==> config.mk <==
export PLATFORM = sky130hd
export DESIGN_NAME = quaternion_motion_stillness_detector_flat
export DESIGN_NICKNAME = d
export VERILOG_FILES = /design/src/rtl/qmsd_pkg.sv /design/src/rtl/qmsd_in_if.sv /design/src/rtl/qmsd_out_if.sv /design/src/rtl/qmsd_lane.sv /design/src/rtl/qmsd_merge.sv /design/src/rtl/quaternion_motion_stillness_detector.sv /design/src/flat_wrapper.sv
export SDC_FILE = /design/constraint.sdc
export NUM_CORES = 1
export LEC_CHECK = 0
export ABC_CLOCK_PERIOD_IN_PS = 10550
export CAP_MARGIN = 5
export CORE_ASPECT_RATIO = 1.75
export CORE_MARGIN = 8
export CORE_UTILIZATION = 50
export CTS_BUF_LIST = sky130_fd_sc_hd__clkbuf_16
export CTS_CLUSTER_SIZE = 30
export DETAILED_ROUTE_END_ITERATION = 6
export DONT_BUFFER_PORTS = 1
export GPL_TIMING_DRIVEN = 0
export HOLD_SLACK_MARGIN = 0.08
export PLACE_DENSITY_LB_ADDON = 0.08
export SLEW_MARGIN = 10
export SYNTH_ARGS = -nofsm -noshare
export SYNTH_HDL_FRONTEND = slang
export SYNTH_HIERARCHICAL = 1
export SYNTH_SLANG_ARGS = --single-unit
==> constraint.sdc <==
create_clock -name clk -period 10.55 [get_ports clk]
set_input_delay 2.6375 -clock clk [delete_from_list [all_inputs] [get_ports clk]]
set_output_delay 2.6375 -clock clk [all_outputs]
set_load 0.01 [all_outputs]
==> src/rtl/qmsd_pkg.sv <==
package qmsd_pkg;

  localparam int COMP_W    = 16;
  localparam int TIME_W    = 32;
  localparam int THR_W     = 16;
  localparam int CFG_W     = 32;
  localparam int CFG_IDX_W = 1;
  localparam int NUM_LANES = 4;

  typedef logic [COMP_W-1:0]                 comp_t;
  typedef comp_t [NUM_LANES-1:0]             quat_t;
  typedef logic [TIME_W-1:0]                 time_t;
  typedef logic [1:0]                        event_t;

  // result codes
  localparam event_t EV_NONE  = 2'd0;
  localparam event_t EV_MOVE  = 2'd1;
  localparam event_t EV_STILL = 2'd2;

  // configuration register indexes
  localparam logic [CFG_IDX_W-1:0] CFG_MOTION_THRESHOLD = 1'd0;
  localparam logic [CFG_IDX_W-1:0] CFG_STILL_TIMEOUT    = 1'd1;

  localparam logic [THR_W-1:0]  THR_RESET     = 16'd16;
  localparam logic [TIME_W-1:0] TIMEOUT_RESET = 32'd5000;

  // per-transaction control handed to the merge stage
  typedef struct packed {
    logic take;
    logic is_rv;
  } step_ctl_t;

endpackage

==> src/rtl/qmsd_in_if.sv <==
interface qmsd_in_if import qmsd_pkg::*; ();
  logic  valid;
  logic  ready;
  logic  is_rotation_vector;
  comp_t quat_i;
  comp_t quat_j;
  comp_t quat_k;
  comp_t quat_real;
  time_t now_ms;

  modport source (
    output valid, is_rotation_vector, quat_i, quat_j, quat_k, quat_real, now_ms,
    input  ready
  );
  modport sink (
    input  valid, is_rotation_vector, quat_i, quat_j, quat_k, quat_real, now_ms,
    output ready
  );
endinterface

==> src/rtl/qmsd_out_if.sv <==
interface qmsd_out_if import qmsd_pkg::*; ();
  logic   valid;
  logic   ready;
  event_t event_res;

  modport source (output valid, event_res, input ready);
  modport sink (input valid, event_res, output ready);
endinterface

==> src/rtl/qmsd_lane.sv <==
module qmsd_lane import qmsd_pkg::*; (
  input  comp_t             cur,
  input  comp_t             prev,
  input  logic [THR_W-1:0]  thr,
  output logic              exceed
);

  logic [COMP_W:0] diff;
  logic [COMP_W:0] mag;

  // exact 17-bit signed difference, then magnitude
  assign diff   = {cur[COMP_W-1], cur} - {prev[COMP_W-1], prev};
  assign mag    = diff[COMP_W] ? (~diff + 1'b1) : diff;
  assign exceed = mag > {1'b0, thr};

endmodule

==> src/rtl/qmsd_merge.sv <==
module qmsd_merge import qmsd_pkg::*; (
  input  logic                 clk,
  input  logic                 rst_n,
  input  step_ctl_t            ctl,
  input  quat_t                quat,
  input  time_t                now_ms,
  input  time_t                timeout,
  input  logic [NUM_LANES-1:0] exceed,
  output quat_t                prev_quat,
  output event_t               event_res
);

  logic   awaiting_first_r, awaiting_first_nxt;
  logic   is_still_r, is_still_nxt;
  time_t  last_motion_r, last_motion_nxt;
  quat_t  prev_quat_r;
  time_t  elapsed;
  logic   motion;

  assign motion    = |exceed;
  assign elapsed   = now_ms - last_motion_r;
  assign prev_quat = prev_quat_r;

  always_comb begin
    awaiting_first_nxt = awaiting_first_r;
    is_still_nxt       = is_still_r;
    last_motion_nxt    = last_motion_r;
    event_res          = EV_NONE;
    if (ctl.is_rv) begin
      if (awaiting_first_r) begin
        awaiting_first_nxt = 1'b0;
        last_motion_nxt    = now_ms;
      end else if (motion) begin
        last_motion_nxt = now_ms;
        if (is_still_r) begin
          is_still_nxt = 1'b0;
          event_res    = EV_MOVE;
        end
      end else if (!is_still_r && (elapsed > timeout)) begin
        is_still_nxt = 1'b1;
        event_res    = EV_STILL;
      end
    end
  end

  always_ff @(posedge clk) begin
    if (!rst_n) begin
      awaiting_first_r <= 1'b1;
      is_still_r       <= 1'b0;
    end else if (ctl.take && ctl.is_rv) begin
      awaiting_first_r <= awaiting_first_nxt;
      is_still_r       <= is_still_nxt;
    end
  end

  // payload state, only meaningful once the first report is stored
  always_ff @(posedge clk) begin
    if (ctl.take && ctl.is_rv) begin
      last_motion_r <= last_motion_nxt;
      prev_quat_r   <= quat;
    end
  end

endmodule

==> src/rtl/quaternion_motion_stillness_detector.sv <==
// result: registered into the output register, or into the skid entry while out_ch stalls
// throughput: one transaction per cycle unless the skid entry is full; four component lanes
//   and the timeout compare all settle in the accept cycle
// a two-entry output buffer (output register plus skid) keeps in_ch open while a result waits
// reset: rst_n is synchronous, active low; it clears control state and loads register defaults
module quaternion_motion_stillness_detector import qmsd_pkg::*; (
  input  logic                  clk,
  input  logic                  rst_n,
  input  logic                  cfg_we,
  input  logic [CFG_IDX_W-1:0]  cfg_index,
  input  logic [CFG_W-1:0]      cfg_wdata,
  qmsd_in_if.sink               in_ch,
  qmsd_out_if.source            out_ch
);

  // configuration registers
  logic [THR_W-1:0] thr_r;
  time_t            timeout_r;

  always_ff @(posedge clk) begin
    if (!rst_n) begin
      thr_r     <= THR_RESET;
      timeout_r <= TIMEOUT_RESET;
    end else if (cfg_we) begin
      unique case (cfg_index)
        CFG_MOTION_THRESHOLD: thr_r     <= cfg_wdata[THR_W-1:0];
        CFG_STILL_TIMEOUT:    timeout_r <= cfg_wdata[TIME_W-1:0];
        default: ;
      endcase
    end
  end

  // input side
  logic                 accept;
  step_ctl_t            ctl;
  quat_t                quat;
  quat_t                prev_quat;
  logic [NUM_LANES-1:0] exceed;
  event_t               ev;

  assign accept    = in_ch.valid && in_ch.ready;
  assign ctl.take  = accept;
  assign ctl.is_rv = in_ch.is_rotation_vector;

  // lane order i, j, k, real
  assign quat[0] = in_ch.quat_i;
  assign quat[1] = in_ch.quat_j;
  assign quat[2] = in_ch.quat_k;
  assign quat[3] = in_ch.quat_real;

  // one lane per component: magnitude of change against threshold
  for (genvar g = 0; g < NUM_LANES; g++) begin : g_lane
    qmsd_lane u_lane (
      .cur    (quat[g]),
      .prev   (prev_quat[g]),
      .thr    (thr_r),
      .exceed (exceed[g])
    );
  end

  // merge lane flags with the motion/stillness state
  qmsd_merge u_merge (
    .clk       (clk),
    .rst_n     (rst_n),
    .ctl       (ctl),
    .quat      (quat),
    .now_ms    (in_ch.now_ms),
    .timeout   (timeout_r),
    .exceed    (exceed),
    .prev_quat (prev_quat),
    .event_res (ev)
  );

  // output register with skid entry
  logic   ov_r, ov_nxt;
  logic   sv_r, sv_nxt;
  event_t od_r, od_nxt;
  event_t sd_r, sd_nxt;

  assign in_ch.ready      = !sv_r;
  assign out_ch.valid     = ov_r;
  assign out_ch.event_res = od_r;

  always_comb begin
    ov_nxt = ov_r;
    od_nxt = od_r;
    sv_nxt = sv_r;
    sd_nxt = sd_r;
    if (!ov_r || out_ch.ready) begin
      if (sv_r) begin
        // drain the skid entry first
        ov_nxt = 1'b1;
        od_nxt = sd_r;
        sv_nxt = 1'b0;
      end else begin
        ov_nxt = accept;
        od_nxt = ev;
      end
    end else if (accept) begin
      // output stalled: park the new result
      sv_nxt = 1'b1;
      sd_nxt = ev;
    end
  end

  always_ff @(posedge clk) begin
    if (!rst_n) begin
      ov_r <= 1'b0;
      sv_r <= 1'b0;
    end else begin
      ov_r <= ov_nxt;
      sv_r <= sv_nxt;
    end
  end

  always_ff @(posedge clk) begin
    od_r <= od_nxt;
    sd_r <= sd_nxt;
  end

endmodule

==> src/flat_wrapper.sv <==
// flat-port wrapper written by rule: the top's interface ports become plain ports
module quaternion_motion_stillness_detector_flat import qmsd_pkg::*;
  (clk, rst_n, cfg_we, cfg_index, cfg_wdata, in_ch_valid, in_ch_is_rotation_vector, in_ch_quat_i, in_ch_quat_j, in_ch_quat_k, in_ch_quat_real, in_ch_now_ms, in_ch_ready, out_ch_valid, out_ch_event_res, out_ch_ready);
  qmsd_in_if in_ch_i ();
  qmsd_out_if out_ch_i ();
  input  logic clk;
  input  logic rst_n;
  input  logic cfg_we;
  input  logic [CFG_IDX_W-1:0] cfg_index;
  input  logic [CFG_W-1:0] cfg_wdata;
  input wire logic [$bits(in_ch_i.valid)-1:0] in_ch_valid;
  input wire logic [$bits(in_ch_i.is_rotation_vector)-1:0] in_ch_is_rotation_vector;
  input wire logic [$bits(in_ch_i.quat_i)-1:0] in_ch_quat_i;
  input wire logic [$bits(in_ch_i.quat_j)-1:0] in_ch_quat_j;
  input wire logic [$bits(in_ch_i.quat_k)-1:0] in_ch_quat_k;
  input wire logic [$bits(in_ch_i.quat_real)-1:0] in_ch_quat_real;
  input wire logic [$bits(in_ch_i.now_ms)-1:0] in_ch_now_ms;
  output wire logic [$bits(in_ch_i.ready)-1:0] in_ch_ready;
  output wire logic [$bits(out_ch_i.valid)-1:0] out_ch_valid;
  output wire logic [$bits(out_ch_i.event_res)-1:0] out_ch_event_res;
  input wire logic [$bits(out_ch_i.ready)-1:0] out_ch_ready;
  assign in_ch_i.valid = in_ch_valid;
  assign in_ch_i.is_rotation_vector = in_ch_is_rotation_vector;
  assign in_ch_i.quat_i = in_ch_quat_i;
  assign in_ch_i.quat_j = in_ch_quat_j;
  assign in_ch_i.quat_k = in_ch_quat_k;
  assign in_ch_i.quat_real = in_ch_quat_real;
  assign in_ch_i.now_ms = in_ch_now_ms;
  assign in_ch_ready = in_ch_i.ready;
  assign out_ch_valid = out_ch_i.valid;
  assign out_ch_event_res = out_ch_i.event_res;
  assign out_ch_i.ready = out_ch_ready;
  quaternion_motion_stillness_detector u_core (.clk(clk), .rst_n(rst_n), .cfg_we(cfg_we), .cfg_index(cfg_index), .cfg_wdata(cfg_wdata), .in_ch(in_ch_i), .out_ch(out_ch_i));
endmodule
======== After elaboration in Yosys (flattened, before gate mapping) ========
Cells that the tools add are included.
operators by class
  add/subtract/negate cells ............... 9
  $mul .................................... 0
  divide/modulo/power cells ............... 0
  order comparisons ....................... 5
  eq/ne operators ......................... 0
  shift operators ......................... 0
  multiplexer cells ....................... 15
  bitwise gates (word level) .............. 8
  reduce and logical (&&, ||, !) cells .... 17
operators by type and width
  kind                                                              count
  17-bit by 1-bit adder with 17-bit output (second input constant)  4
  17-bit by 16-bit > comparator with 1-bit output                   4
  17-bit two-way mux                                                4
  17-bit inverter                                                   4
  16-bit by 16-bit subtractor with 17-bit output                    4
  32-bit two-way mux                                                2
  32-bit > comparator                                               1
  32-bit subtractor                                                 1
  2-bit two-way mux                                                 5
  2-bit AND reduction                                               4
  1-bit two-way mux                                                 4
  1-bit inverter                                                    4
  4-bit AND reduction                                               1
  2-bit nonzero test                                                2
  4-bit OR reduction                                                1
  1-bit logical AND                                                 3
  1-bit zero test                                                   3
  3-bit AND reduction                                               1
  2-bit OR reduction                                                1
  1-bit logical OR                                                  1
storage, ports and cells
  register bits after elaboration ......... 152
  latch bits .............................. 0
  RAM bits ................................ 0
  memory bits (read-only) ................. 0
  input port bits ......................... 135
  output and inout port bits .............. 4
  logic and storage cells ................. 67
  memories kept ........................... 0

======== Logic depth before layout (Yosys ltp) ========
Gate-level depths: netlist of the first run.
  depth after elaboration ................. 10
  depth in mapped cells ................... 25
  mapped depth without buffers ............ 24

======== Hierarchy ========
The synthesis of the first run kept the hierarchy.
by module, submodules not included
  module                                instances  cells each  area each (µm²)  seq. area each (µm²)
  qmsd_merge                            1          469         5495.3           2922.8
  quaternion_motion_stillness_detector  1          221         2082.0           1121.1
  qmsd_lane at u_core.g_lane[2].u_lane  1          253         1816.7           0.0
  qmsd_lane at u_core.g_lane[3].u_lane  1          235         1696.6           0.0
  qmsd_lane at u_core.g_lane[1].u_lane  1          232         1682.9           0.0
  qmsd_lane at u_core.g_lane[0].u_lane  1          217         1666.6           0.0

======== Worst setup path before layout of the first run ========
Ideal clock, no wire load.
  path type ............................... input port to flip-flop
  start point ............................. in in_ch_quat_j[0]
  end point ............................... reg u_core.u_merge.last_motion_r[0], enable pin
  library setup time ...................... 0.421 ns
  arrival time ............................ 7.854 ns
  data required time ...................... 10.129 ns
  slack ................................... 2.274 ns
  stages on the path ...................... 23
  buffers on the path ..................... 0
  path through ............................ inv_1 > ha_1 > fa_1 > and2b_4 > o21a_1 > o211ai_1 > o22a_1 > o311ai_0 > nand3_1 > o41ai_1 > xor2_1 > ha_1 > nand4_1 > nor2_1 > nand2_1 > o21bai_1 > a41oi_1 > o21a_1 > o32ai_1 > o41ai_2 > or4_1 > nor2_1 > nor2_1
between the ends
  word-level cells in the longest chain between the ends .. 8
RTL lines
  item                                                 line                                        text
  start: declaration                                   flat_wrapper.sv:14                          input wire logic [$bits(in_ch_i.quat_j)-1:0] in_ch_quat_j;
  16-bit by 16-bit subtractor with 17-bit output (*)   qmsd_lane.sv:12                             assign diff = {cur[COMP_W-1], cur} - {prev[COMP_W-1], prev};
  17-bit inverter                                      qmsd_lane.sv:13                             assign mag = diff[COMP_W] ? (~diff + 1'b1) : diff;
  17-bit by 1-bit adder with 17-bit output             qmsd_lane.sv:13
  17-bit two-way mux (*)                               qmsd_lane.sv:13
  17-bit by 16-bit > comparator with 1-bit output (*)  qmsd_lane.sv:14                             assign exceed = mag > {1'b0, thr};
  via u_core.exceed[1]                                 quaternion_motion_stillness_detector.sv:38  logic [NUM_LANES-1:0] exceed;
  4-bit OR reduction (*)                               qmsd_merge.sv:20                            assign motion = |exceed;
  2-bit nonzero test (no source line) (*)              n/a
  3-bit AND reduction (no source line) (*)             n/a
  end signal: assignment                               qmsd_merge.sv:59                            last_motion_r <= last_motion_nxt;
  end: declaration                                     qmsd_merge.sv:15                            time_t last_motion_r, last_motion_nxt;
The timed path passes the listed nets; every way through them passes the cells marked *.
A chain may end at the register's enable or synchronous reset.

======== Worst setup path after layout of the first run ========
  start point ............................. in in_ch_quat_j[0]
  end point ............................... reg u_core.od_r[1] (netlist: u_core/out_ch.event_res[1]), data pin
between the ends
  word-level cells in the longest chain between the ends .. 10
RTL lines
  item                                                 line                                         text
  16-bit by 16-bit subtractor with 17-bit output (*)   qmsd_lane.sv:12
  17-bit inverter                                      qmsd_lane.sv:13
  17-bit by 1-bit adder with 17-bit output             qmsd_lane.sv:13
  17-bit two-way mux (*)                               qmsd_lane.sv:13
  17-bit by 16-bit > comparator with 1-bit output (*)  qmsd_lane.sv:14
  via u_core.exceed[1]                                 quaternion_motion_stillness_detector.sv:38
  4-bit OR reduction (*)                               qmsd_merge.sv:20
  2-bit two-way mux (*)                                qmsd_merge.sv:33                             end else if (motion) begin
  2-bit two-way mux (*)                                qmsd_merge.sv:30                             if (awaiting_first_r) begin
  2-bit two-way mux (*)                                qmsd_merge.sv:29                             if (ctl.is_rv) begin
  via u_core.ev[1]                                     quaternion_motion_stillness_detector.sv:39   event_t ev;
  2-bit two-way mux (*)                                quaternion_motion_stillness_detector.sv:90   if (sv_r) begin
  end signal: assignment                               quaternion_motion_stillness_detector.sv:117  od_r <= od_nxt;
  end: declaration                                     quaternion_motion_stillness_detector.sv:77   event_t od_r, od_nxt;
Marks and branches as above.

==> flow_summary.json, run 1 <==
{
  "cts.clk_slew.worst_paths_ns": 0.07,
  "worst-path-buf-inv": 2,
  "drv_slew": 0,
  "dieArea_um2": 34790,
  "routed_wirelength_mm": 35.55,
  "yosys_warnings": 6,
  "grt_first_pass_wirelength_mm": 58.06,
  "hp-class": "reg2reg",
  "fin_crit_ns": 8.090,
  "cp_cell_sequence": "inv_1 > ha_1 > fa_1 > and2b_4 > o2111ai_4 > a211oi_1 > o41ai_1 > nand2b_1 > a21oi_1 > buf_2 > o31ai_1 > xnor2_1 > ha_1 > nand4_1 > nor2_1 > a211oi_1 > a41oi_1 > o21a_1 > o32ai_1 > o41ai_2 > or4_1 > nor4b_1 > and3_1 > mux2_2",
  "layout-drive-gt1-share": 0.08489,
  "async_reset_ff_frac": 0,
  "synth-edff-count": 100,
  "slowest_delay_ns": 0.67,
  "core_um2": 28520,
  "drt_iter0_drc": 342,
  "placed_cells": 2007,
  "antenna_found_initial": 0,
  "fmax_mhz": 123.6,
  "p_sw_w": 0.0007572,
  "die_y_um": 240.8,
  "final-hold-violation-count": 0,
  "cpMaxStageDelayCell": "or4_1",
  "synth_flop_cell": "edfxtp_1",
  "worst_ep_required_time_ns": 10.87,
  "cts_hold_buf": 0,
  "drv_cap": 0,
  "drt-vias-per-instance": 5.640,
  "antenna_left": 0,
  "skew_ns": 0.01285,
  "gr-total-overflow": 0,
  "synth-seq-cells": 152,
  "setup_viol": 0,
  "critPathCaptureType": "flop",
  "synth.net_count": 1962,
  "finalSetupTns_ns": 0,
  "top_layer": "met4",
  "seqCellArea_um2": 4044,
  "h-tree-depth": 4,
  "portBuffers": 0,
  "rows": 82,
  "grt_start_max_net_pins": 34,
  "cts_buffer_depth": 2,
  "vias": 11510,
  "die_width_um": 144.5,
  "synth-seq-area-share": 0.2800,
  "status": "complete, no violations",
  "comb_power_share": 0.383,
  "switching_share": 0.3603,
  "root_buffer": "clkbuf_16",
  "cts_tree": "done",
  "worstSetupPathType": "in2reg",
  "fin_crit_sh": 0.7668,
  "wl_per_cell_um": 17.42,
  "synthesis.area_um2": 14440,
  "cp_max_fo": 10,
  "cts_resized": 0,
  "fin_cells": 2040,
  "synth_cells": 1627,
  "p_leak_nw": 6.673,
  "met3_length_mm": 1.903,
  "drc": 0,
  "start_util": 0.5063,
  "worst_pin_slew_ns": 0.8851,
  "slew-limit-headroom": 0.4024,
  "fillers": 2744,
  "pwr-share-seq": 0.324,
  "irDropWorstVdd_mv": 0.1064,
  "multi_input_area_um2": 9313,
  "io_pins": 139,
  "arrival_ns": 8.41,
  "cp-start-kind": "input port",
  "cp_top_family": "compound AO/OA/AOI/OAI gates",
  "clock_latency_ns": 0.45,
  "area_growth_pct": 7.686,
  "pwr-share-clk": 0.293,
  "hold_slack_ns": 0.4508,
  "gp_congestion": 0.8649,
  "grt_pass1_vias": 11980,
  "p_per_area_nw_per_um2": 135.2,
  "wl_met2_mm": 19.83,
  "clock-sinks": 152,
  "grt_setup_unrepaired": "false",
  "syn_area_per_cell_um2": 8.875,
  "synth.distinct_cells": 121,
  "grt_use_total": 0.2113,
  "hpwl_mm": 28.98,
  "cts_made_buffers": 17,
  "dr.pass1.iters": 5,
  "final_util": 0.5452,
  "met1_length_mm": 12.86,
  "num-nets-final": 1983,
  "p_int_w": 0.001344,
  "cts_setup_buffers": 0
}
==> final timing paths <==
kind              slack (ns)                              endpoint  cells after the start                              startpoint
setup / recovery        2.46  u_core/out_ch.event_res[1]$_DFFE_PP_                     24                         in_ch_quat_j[0]
hold / removal          0.45     u_core/timeout_r[16]$_SDFFE_PN0P_                      2       u_core/timeout_r[16]$_SDFFE_PN0P_
setup reg to reg        4.30  u_core/out_ch.event_res[1]$_DFFE_PP_                     22  u_core/u_merge/prev_quat[16]$_DFFE_PP_
hold reg to reg         0.45     u_core/timeout_r[16]$_SDFFE_PN0P_                      2       u_core/timeout_r[16]$_SDFFE_PN0P_
==> synth_stat cells (6+ instances only) <==
| cell type | n | area share |
|---|---|---|
| o21ai_1 | 26 | 0.0090 |
| mux2i_1 | 29 | 0.020 |
| o21ai_0 | 43 | 0.015 |
| ha_1 | 195 | 0.17 |
| nor2_1 | 74 | 0.019 |
| nand2_1 | 150 | 0.039 |
| o211ai_1 | 16 | 0.0083 |
| a31oi_1 | 13 | 0.0056 |
| a21oi_1 | 92 | 0.032 |
| xnor2_1 | 77 | 0.047 |
| a211oi_1 | 7 | 0.0036 |
| nand4_1 | 45 | 0.019 |
| o31a_1 | 7 | 0.0042 |
| nor3_1 | 16 | 0.0055 |
| nand3_1 | 40 | 0.014 |
| dfxtp_1 | 52 | 0.072 |
| xor2_1 | 41 | 0.025 |
| a21oi_2 | 9 | 0.0055 |
| buf_6 | 6 | 0.0047 |
| or2_2 | 8 | 0.0035 |
| nand2b_1 | 19 | 0.0082 |
| nor4_1 | 11 | 0.0048 |
| o2111ai_1 | 6 | 0.0036 |
| clkbuf_1 | 14 | 0.0036 |
| o21a_1 | 26 | 0.014 |
| edfxtp_1 | 100 | 0.21 |
| a21o_1 | 57 | 0.030 |
| nor3b_1 | 7 | 0.0036 |
| inv_1 | 229 | 0.060 |
| and3_1 | 10 | 0.0043 |
| nand3b_1 | 6 | 0.0031 |
| nor2b_1 | 20 | 0.0087 |
| o31ai_1 | 9 | 0.0047 |
| buf_2 | 14 | 0.0049 |
| or3_1 | 10 | 0.0043 |
==> per-stage QoR <==
stage          instance area, um^2  worst slack [ns]  total power [W]
2_1_floorplan                14440             2.274         0.001329
6_report                     15550             2.460         0.002102
4_1_cts                      15550             2.488         0.002129
3_5_place_dp                 14970             2.023         0.001502
3_3_place_gp                 14910            0.7583         0.001481
5_1_grt                      15550             2.085         0.002250
==> flip-flops by register name, indices dropped and copies added, names as in the netlist <==
register and flops:
u_core/sv_r 1, u_core/sd_r 2, u_core/out_ch.valid 1, u_core/u_merge/is_still_r 1
u_core/thr_r 16, u_core/u_merge/last_motion_r 32, u_core/u_merge/prev_quat 64, u_core/timeout_r 32
u_core/out_ch.event_res 2, u_core/u_merge/awaiting_first_r 1
==> cells by family (layout without fill, tap and decap cells) <==
| group | count (synthesis) | after routing | share of synthesized area |
|---|---|---|---|
| simple gates | 461 | 461 | 0.1716 |
| compound gates | 393 | 393 | 0.1988 |
| buf+inv | 268 | 302 | 0.07556 |
| fa+ha+maj | 200 | 200 | 0.1759 |
| flops | 152 | 152 | 0.2800 |
| xor+xnor | 122 | 122 | 0.07651 |
| mux | 31 | 31 | 0.02166 |
| other cells | 0 | 1 | 0 |
==> cells in the final DEF, fill, tap and decap left out, types with 8 or more instances in the layout <==
| cell type | n |
|---|---|
| o21ai_0 | 43 |
| a21o_1 | 57 |
| nand2b_1 | 19 |
| inv_1 | 228 |
| a31oi_1 | 13 |
| buf_2 | 14 |
| o31ai_1 | 9 |
| clkbuf_1 | 14 |
| o211ai_1 | 16 |
| xnor2_1 | 77 |
| nand3_1 | 40 |
| a21oi_2 | 9 |
| nor2b_1 | 20 |
| nand4_1 | 45 |
| nor3_1 | 16 |
| clkbuf_16 | 18 |
| o21ai_1 | 26 |
| a21oi_1 | 92 |
| nor2_1 | 73 |
| nand2_1 | 150 |
| edfxtp_1 | 100 |
| mux2i_1 | 29 |
| or2_2 | 8 |
| ha_1 | 195 |
| and3_1 | 10 |
| xor2_1 | 41 |
| or3_1 | 10 |
| o21a_1 | 26 |
| dfxtp_1 | 52 |
| nor4_1 | 11 |
==> power groups by stage <==
stage               Clock (W)  Sequential, W  Combinational [W]
CTS                  0.000635       0.000681           0.000813
finish               0.000616       0.000681           0.000805
global route         0.000654       0.000684           0.000912
global placement            0       0.000696           0.000785
floorplan                   0       0.000688           0.000642
detailed placement          0       0.000695           0.000807
==> layout make-up <==
cell class / count / area share
Clock inverter: 14 / 0.008127
Tap cell: 378 / 0.03042
Timing Repair Buffer: 2 / 0.003058
Clock buffer: 18 / 0.02897
Inverter: 229 / 0.05544
Multi-Input combinational cell: 1207 / 0.5989
Antenna cell: 1 / 0.0001609
Sequential cell: 152 / 0.2601
Buffer: 39 / 0.01489
==> per-layer routing <==
metal / track usage / vias up
li1: - / 5853
met1: 0.1998 / 5423
met2: 0.4208 / 183
met3: 0.05328 / 47
met4: 0.07541 / 0
met5: 0 / -
==> worst reg2reg max path, delay by kind of cell, from the launching register on <==
family | cells | cell delay (ns)
xor gates and xnor gates | 1 | 0.27
DFF | 1 | 0.37
muxes | 1 | 0.15
AOI/OAI and AO/OA | 10 | 2.41
adders and majority gates | 3 | 0.92
and+or+nand+nor | 7 | 2.02
Power figures use the tool's default switching activity.
==> inputs of run 2 (changes only) <==
ABC_CLOCK_PERIOD_IN_PS = 6650   (was 10550)
clock period = 6.65 ns   (was 10.55 ns; I/O delays follow)
==> flow_summary.json, run 2 (synthesis results as in run 1) <==
{
  "status": "complete, no violations",
  "irDropWorstVdd_mv": 0.1943,
  "grt_pass1_vias": 12130,
  "antenna_left": 0,
  "routed_wirelength_mm": 36.26,
  "min_delay_path_depth": 2,
  "whs_endpoint": "u_core/timeout_r[18]$_SDFFE_PN0P_",
  "io_pins": 139,
  "worstSetupPathType": "in2reg",
  "num-nets-final": 1989,
  "n_antenna_cell": 0,
  "gp_congestion": 0.8962,
  "clock-sinks": 152,
  "grt_start_max_net_pins": 41,
  "final-hold-violation-count": 0,
  "comb_power_share": 0.388,
  "fin_ws_ns": 0.1833,
  "slew-limit-headroom": 0.3805,
  "cts_buffer_depth": 2,
  "wl_per_cell_um": 17.73,
  "hold_slack_ns": 0.4521,
  "seqCellArea_um2": 4044,
  "drc": 0,
  "grt_use_total": 0.2143,
  "regToRegEndpoint": "u_core/out_ch.event_res[1]$_DFFE_PP_",
  "gr-total-overflow": 0,
  "die_width_um": 144.5,
  "p_leak_nw": 6.721,
  "p_int_w": 0.002143,
  "final_util": 0.5506,
  "core_um2": 28520,
  "dr.pass1.iters": 5,
  "finalPower_w": 0.003364,
  "worstHoldStart": "u_core/timeout_r[18]$_SDFFE_PN0P_",
  "ff2ff_path_depth": 23,
  "grt_first_pass_wirelength_mm": 58.68,
  "dieArea_um2": 34790,
  "h-tree-depth": 4,
  "pre_cts_slack_ns": -0.9605,
  "cts_tree": "done",
  "worst_ep_required_time_ns": 6.98,
  "cts.clk_slew.worst_paths_ns": 0.07,
  "drt-vias-per-instance": 5.669,
  "slowest_delay_ns": 0.61,
  "worst_pin_slew_ns": 0.9176,
  "layout_commonest_cell": "inv_1",
  "drt_iter0_drc": 411,
  "cts_hold_buf": 0,
  "multi_input_area_um2": 9443,
  "layout-drive-gt1-share": 0.09778,
  "clock_latency_ns": 0.45,
  "portBuffers": 0,
  "skew_ns": 0.01113,
  "root_buffer": "clkbuf_16",
  "r2r_setup_slack_ns": 1.03,
  "cp_cell_sequence": "inv_1 > ha_2 > fa_2 > and2b_4 > o2111ai_4 > and3_4 > or2_2 > o31ai_2 > nand3_1 > buf_4 > o41ai_4 > xor2_1 > ha_1 > nand4_1 > nor2_1 > a211oi_1 > a41oi_1 > o21a_1 > o32ai_2 > o41ai_2 > or4_4 > nor4b_2 > and3_1 > mux2_2",
  "p_per_area_nw_per_um2": 214.2,
  "area_growth_pct": 8.760,
  "r2r_start": "u_core/u_merge/prev_quat[16]$_DFFE_PP_",
  "drv_slew": 0,
  "fin_crit_sh": 0.9724,
  "antenna_found_initial": 0,
  "vias": 11590,
  "finalSetupTns_ns": 0,
  "hpwl_mm": 29.20,
  "start_util": 0.5063,
  "final_cell_mix": "inv_1, ha_1, nand2_1",
  "setup_viol": 0,
  "arrival_ns": 6.79,
  "fin_crit_ns": 6.467,
  "die_y_um": 240.8,
  "p_sw_w": 0.001221,
  "cpMaxStageDelayCell": "or4_4",
  "cp_max_fo": 4,
  "fillers": 2714,
  "largest_register_ffs": 64,
  "rows": 82,
  "drv_cap": 0,
  "hp-class": "reg2reg",
  "pwr-share-seq": 0.321,
  "switching_share": 0.3630,
  "cp_top_family": "simple AND/OR/NAND/NOR gates",
  "cp-start-kind": "input port",
  "critPathCaptureType": "flop",
  "cts_made_buffers": 17,
  "fmax_mhz": 154.6,
  "worst-path-buf-inv": 2,
  "pwr-share-clk": 0.291
}
run 2: cell count changes in the layout (fill, tap and decap cells not counted), moves of 2 or more:
cell / before / now
buf_4: 0 / 6
inv_4: 4 / 2
nor4_1: 11 / 9
nor4_2: 1 / 3
o41ai_1: 3 / 1
run 2: metrics by stage:
step                      cells  instance area, um^2
after floorplan            1627                14450
after global routing       2045                15710
final                      2045                15710
after global placement     2005                14920
after CTS                  2039                15580
after detailed placement   2006                14950
run 2: how the worst max path moves through the flow:
stage	startpoint	end	slack [ns]	depth (start not counted)
floorplan	in_ch_quat_j[0]	u_core/out_ch.event_res[0]$_DFFE_PP_	0.03	22
global placement	in_ch_quat_j[0]	u_core/out_ch.event_res[1]$_DFFE_PP_	-0.94	24
detailed placement	in_ch_quat_j[0]	u_core/out_ch.event_res[1]$_DFFE_PP_	-0.96	23
CTS	in_ch_quat_j[0]	u_core/u_merge/last_motion_r[4]$_DFFE_PP_	0.01	23
global route	in_ch_quat_j[0]	u_core/out_ch.event_res[1]$_DFFE_PP_	-0.01	25
finish	in_ch_quat_j[0]	u_core/out_ch.event_res[1]$_DFFE_PP_	0.18	24
run 2: metal layers:
metal  global-route usage  wire length (um)  vias to the layer above
li1                     -                 -                     5867
met1               0.2017             13020                     5454
met2               0.4157             19910                      197
met3              0.05506              1834                       75
met4               0.1014              1499                        0
met5                    0                 0                        -
run 2: power by group through the flow:
stage               clock [W]  sequential (W)  combinational [W]
floorplan                   0         0.00109            0.00102
global placement            0         0.00110            0.00125
CTS                   0.00101         0.00108            0.00130
global route          0.00105         0.00109            0.00147
finish               0.000979         0.00108            0.00130
detailed placement          0         0.00110            0.00128
run 2: worst reg2reg max path: cells and delay by family, from the launching register on:
family / cells / cell delay (ns)
AND/OR/NAND/NOR: 9 / 2.24
AO/OA/AOI/OAI: 8 / 1.40
adder cells (fa/ha/maj): 3 / 0.86
flip-flops: 1 / 0.38
XOR/XNOR: 1 / 0.28
buffers and inverters: 1 / 0.18
multiplexers: 1 / 0.16
run 2: area by class of cell:
class / instances / area share
plain buffers: 39 / 0.01490
clock buffers: 18 / 0.02868
clock inverters: 14 / 0.008046
inverters: 229 / 0.05489
multi-input cells: 1208 / 0.6013
flip-flops and latches: 152 / 0.2575
well taps: 378 / 0.03011
repair buffers: 7 / 0.004621
run 2: repair_timing:
item                       in CTS  in global routing
gates resized for setup         9                 13
pin swaps                       4                 10
setup endpoints to repair      36                 35
setup buffers                   1                  5
cloned                          0                  1
==> inputs of run 3 (changes only) <==
PLACE_DENSITY = 0.69   (was default)
PLACE_DENSITY_LB_ADDON = default   (was 0.08)
==> flow_summary.json, run 3 (synthesis results as in run 1) <==
{
  "status": "complete, no violations",
  "placed_cells": 2006,
  "die_y_um": 240.8,
  "io_pins": 139,
  "p_per_area_nw_per_um2": 214.0,
  "slowest_delay_ns": 0.64,
  "hold_slack_ns": 0.4518,
  "arrival_ns": 6.83,
  "cp_max_fo": 4,
  "h-tree-depth": 4,
  "num-nets-final": 1986,
  "cpMaxStageDelayCell": "or4_4",
  "cts_tree": "done",
  "antenna_left": 0,
  "die_width_um": 144.5,
  "fmax_mhz": 153.7,
  "clock-sinks": 152,
  "irDropWorstVdd_mv": 0.2057,
  "fin_crit_sh": 0.9787,
  "worst-path-buf-inv": 1,
  "cts.clk_slew.worst_paths_ns": 0.07,
  "fin_crit_ns": 6.508,
  "grt_pass1_vias": 12140,
  "critPathCaptureType": "flop",
  "grt_use_total": 0.2091,
  "final-hold-violation-count": 0,
  "drt-vias-per-instance": 5.729,
  "root_buffer": "clkbuf_16",
  "drt_iter0_drc": 396,
  "grt_first_pass_wirelength_mm": 57.52,
  "worstSetupPathType": "in2reg",
  "pre_cts_slack_ns": -0.9788,
  "gr-total-overflow": 0,
  "final_cell_mix": "inv_1, ha_1, nand2_1",
  "worst_ep_required_time_ns": 6.97,
  "fin_ws_ns": 0.1419,
  "gp_congestion": 0.9012,
  "dr.pass1.iters": 5,
  "cp-start-kind": "input port",
  "clock_latency_ns": 0.45,
  "drv_slew": 0,
  "cts_made_buffers": 17,
  "cts_buffer_depth": 2,
  "worst_pin_slew_ns": 0.9390,
  "p_leak_nw": 6.719,
  "wl_per_cell_um": 17.47,
  "hpwl_mm": 28.79,
  "largest_register_ffs": 64,
  "dieArea_um2": 34790,
  "grt_start_max_net_pins": 39,
  "fin_cells": 2042,
  "r2r_setup_slack_ns": 0.99,
  "n_antenna_cell": 0,
  "cp_top_family": "simple AND/OR/NAND/NOR gates",
  "area_growth_pct": 8.647,
  "rows": 82,
  "skew_ns": 0.006846,
  "setup_viol": 0,
  "routed_wirelength_mm": 35.68,
  "cp_cell_sequence": "inv_1 > ha_1 > fa_1 > and2b_4 > o2111ai_4 > and3_4 > or2_2 > o31ai_2 > nand3_1 > o41ai_2 > xor2_1 > ha_1 > nand4_1 > nor2_1 > nand2_1 > o21bai_1 > a41oi_1 > o21a_1 > o32ai_2 > o41ai_2 > or4_4 > nor4b_2 > and3_1 > mux2_2",
  "portBuffers": 0,
  "drv_cap": 0,
  "start_util": 0.5063,
  "layout-drive-gt1-share": 0.09615,
  "hp-class": "reg2reg",
  "layout_commonest_cell": "inv_1",
  "slew-limit-headroom": 0.3661,
  "core_um2": 28520,
  "finalPower_w": 0.003358,
  "antenna_found_initial": 0,
  "drc": 0,
  "vias": 11700
}
run 3: cell count changes in the layout (fill, tap and decap cells not counted), sizes merged:
cell and delta:
buf -2, clkinv +2, inv -2, clkbuf -1
run 3: power by group:
group | total (W) | leakage, nW | switching (W) | internal [W]
registers | 0.00108 | 1.37 | 0.0000276 | 0.00105
logic | 0.00131 | 5.06 | 0.000734 | 0.000575
clock network | 0.000967 | 0.290 | 0.000452 | 0.000515
total | 0.00336 | 6.72 | 0.00121 | 0.00214
run 3: layer usage:
metal	wire, um	GRT usage
met5	0	0
met1	12520	0.1904
met4	1641	0.1109
met3	2052	0.05803
met2	19460	0.4047
run 3: final cells by class:
type,count,area (um^2)
buffer,39,237.7
fill,2703,12830
clock buffer,18,450.4
multi-input combinational,1208,9450
clock inverter,14,128.9
inverter,229,862.1
timing repair buffer,4,42.54
sequential,152,4044
tap,378,473.0
run 3: worst paths after layout:
check	from	depth (start not counted)	end
min reg2reg	u_core/timeout_r[20]$_SDFFE_PN0P_	2	u_core/timeout_r[20]$_SDFFE_PN0P_
max	in_ch_quat_j[0]	24	u_core/out_ch.event_res[1]$_DFFE_PP_
min	u_core/timeout_r[20]$_SDFFE_PN0P_	2	u_core/timeout_r[20]$_SDFFE_PN0P_
max reg2reg	u_core/u_merge/prev_quat[16]$_DFFE_PP_	23	u_core/out_ch.event_res[1]$_DFFE_PP_
run 3: worst reg2reg max path: stages (launching register included):
cell       delay, ns
edfxtp_1        0.38
ha_1            0.22
fa_1            0.40
and2b_4         0.30
o2111ai_4       0.15
and3_4          0.24
or2_2           0.30
o31ai_2         0.11
nand3_1         0.17
o41ai_2         0.25
xor2_1          0.31
ha_1            0.30
nand4_1         0.11
nor2_1          0.08
nand2_1         0.11
o21bai_1        0.13
a41oi_1         0.14
o21a_1          0.20
o32ai_2         0.17
o41ai_2         0.18
or4_4           0.64
nor4b_2         0.25
and3_1          0.21
mux2_2          0.16
run 3: through the flow:
step | area, um^2 | setup TNS (ns) | util
floorplan | 14450 | 0 | -
global placement | 14920 | -28.65 | 0.5231
detailed placement | 14940 | -33.35 | 0.5239
global route | 15690 | -0.03725 | 0.5501
finish | 15690 | 0 | 0.5501
CTS | 15570 | 0 | 0.5459
run 3: timing repair:
item | CTS | global route
hold buffers | 0 | 0
endpoints found under the setup margin | 37 | 36
cloned | 0 | 1
pin swaps | 2 | 11
resized for setup | 8 | 17
buffers inserted | 1 | 2
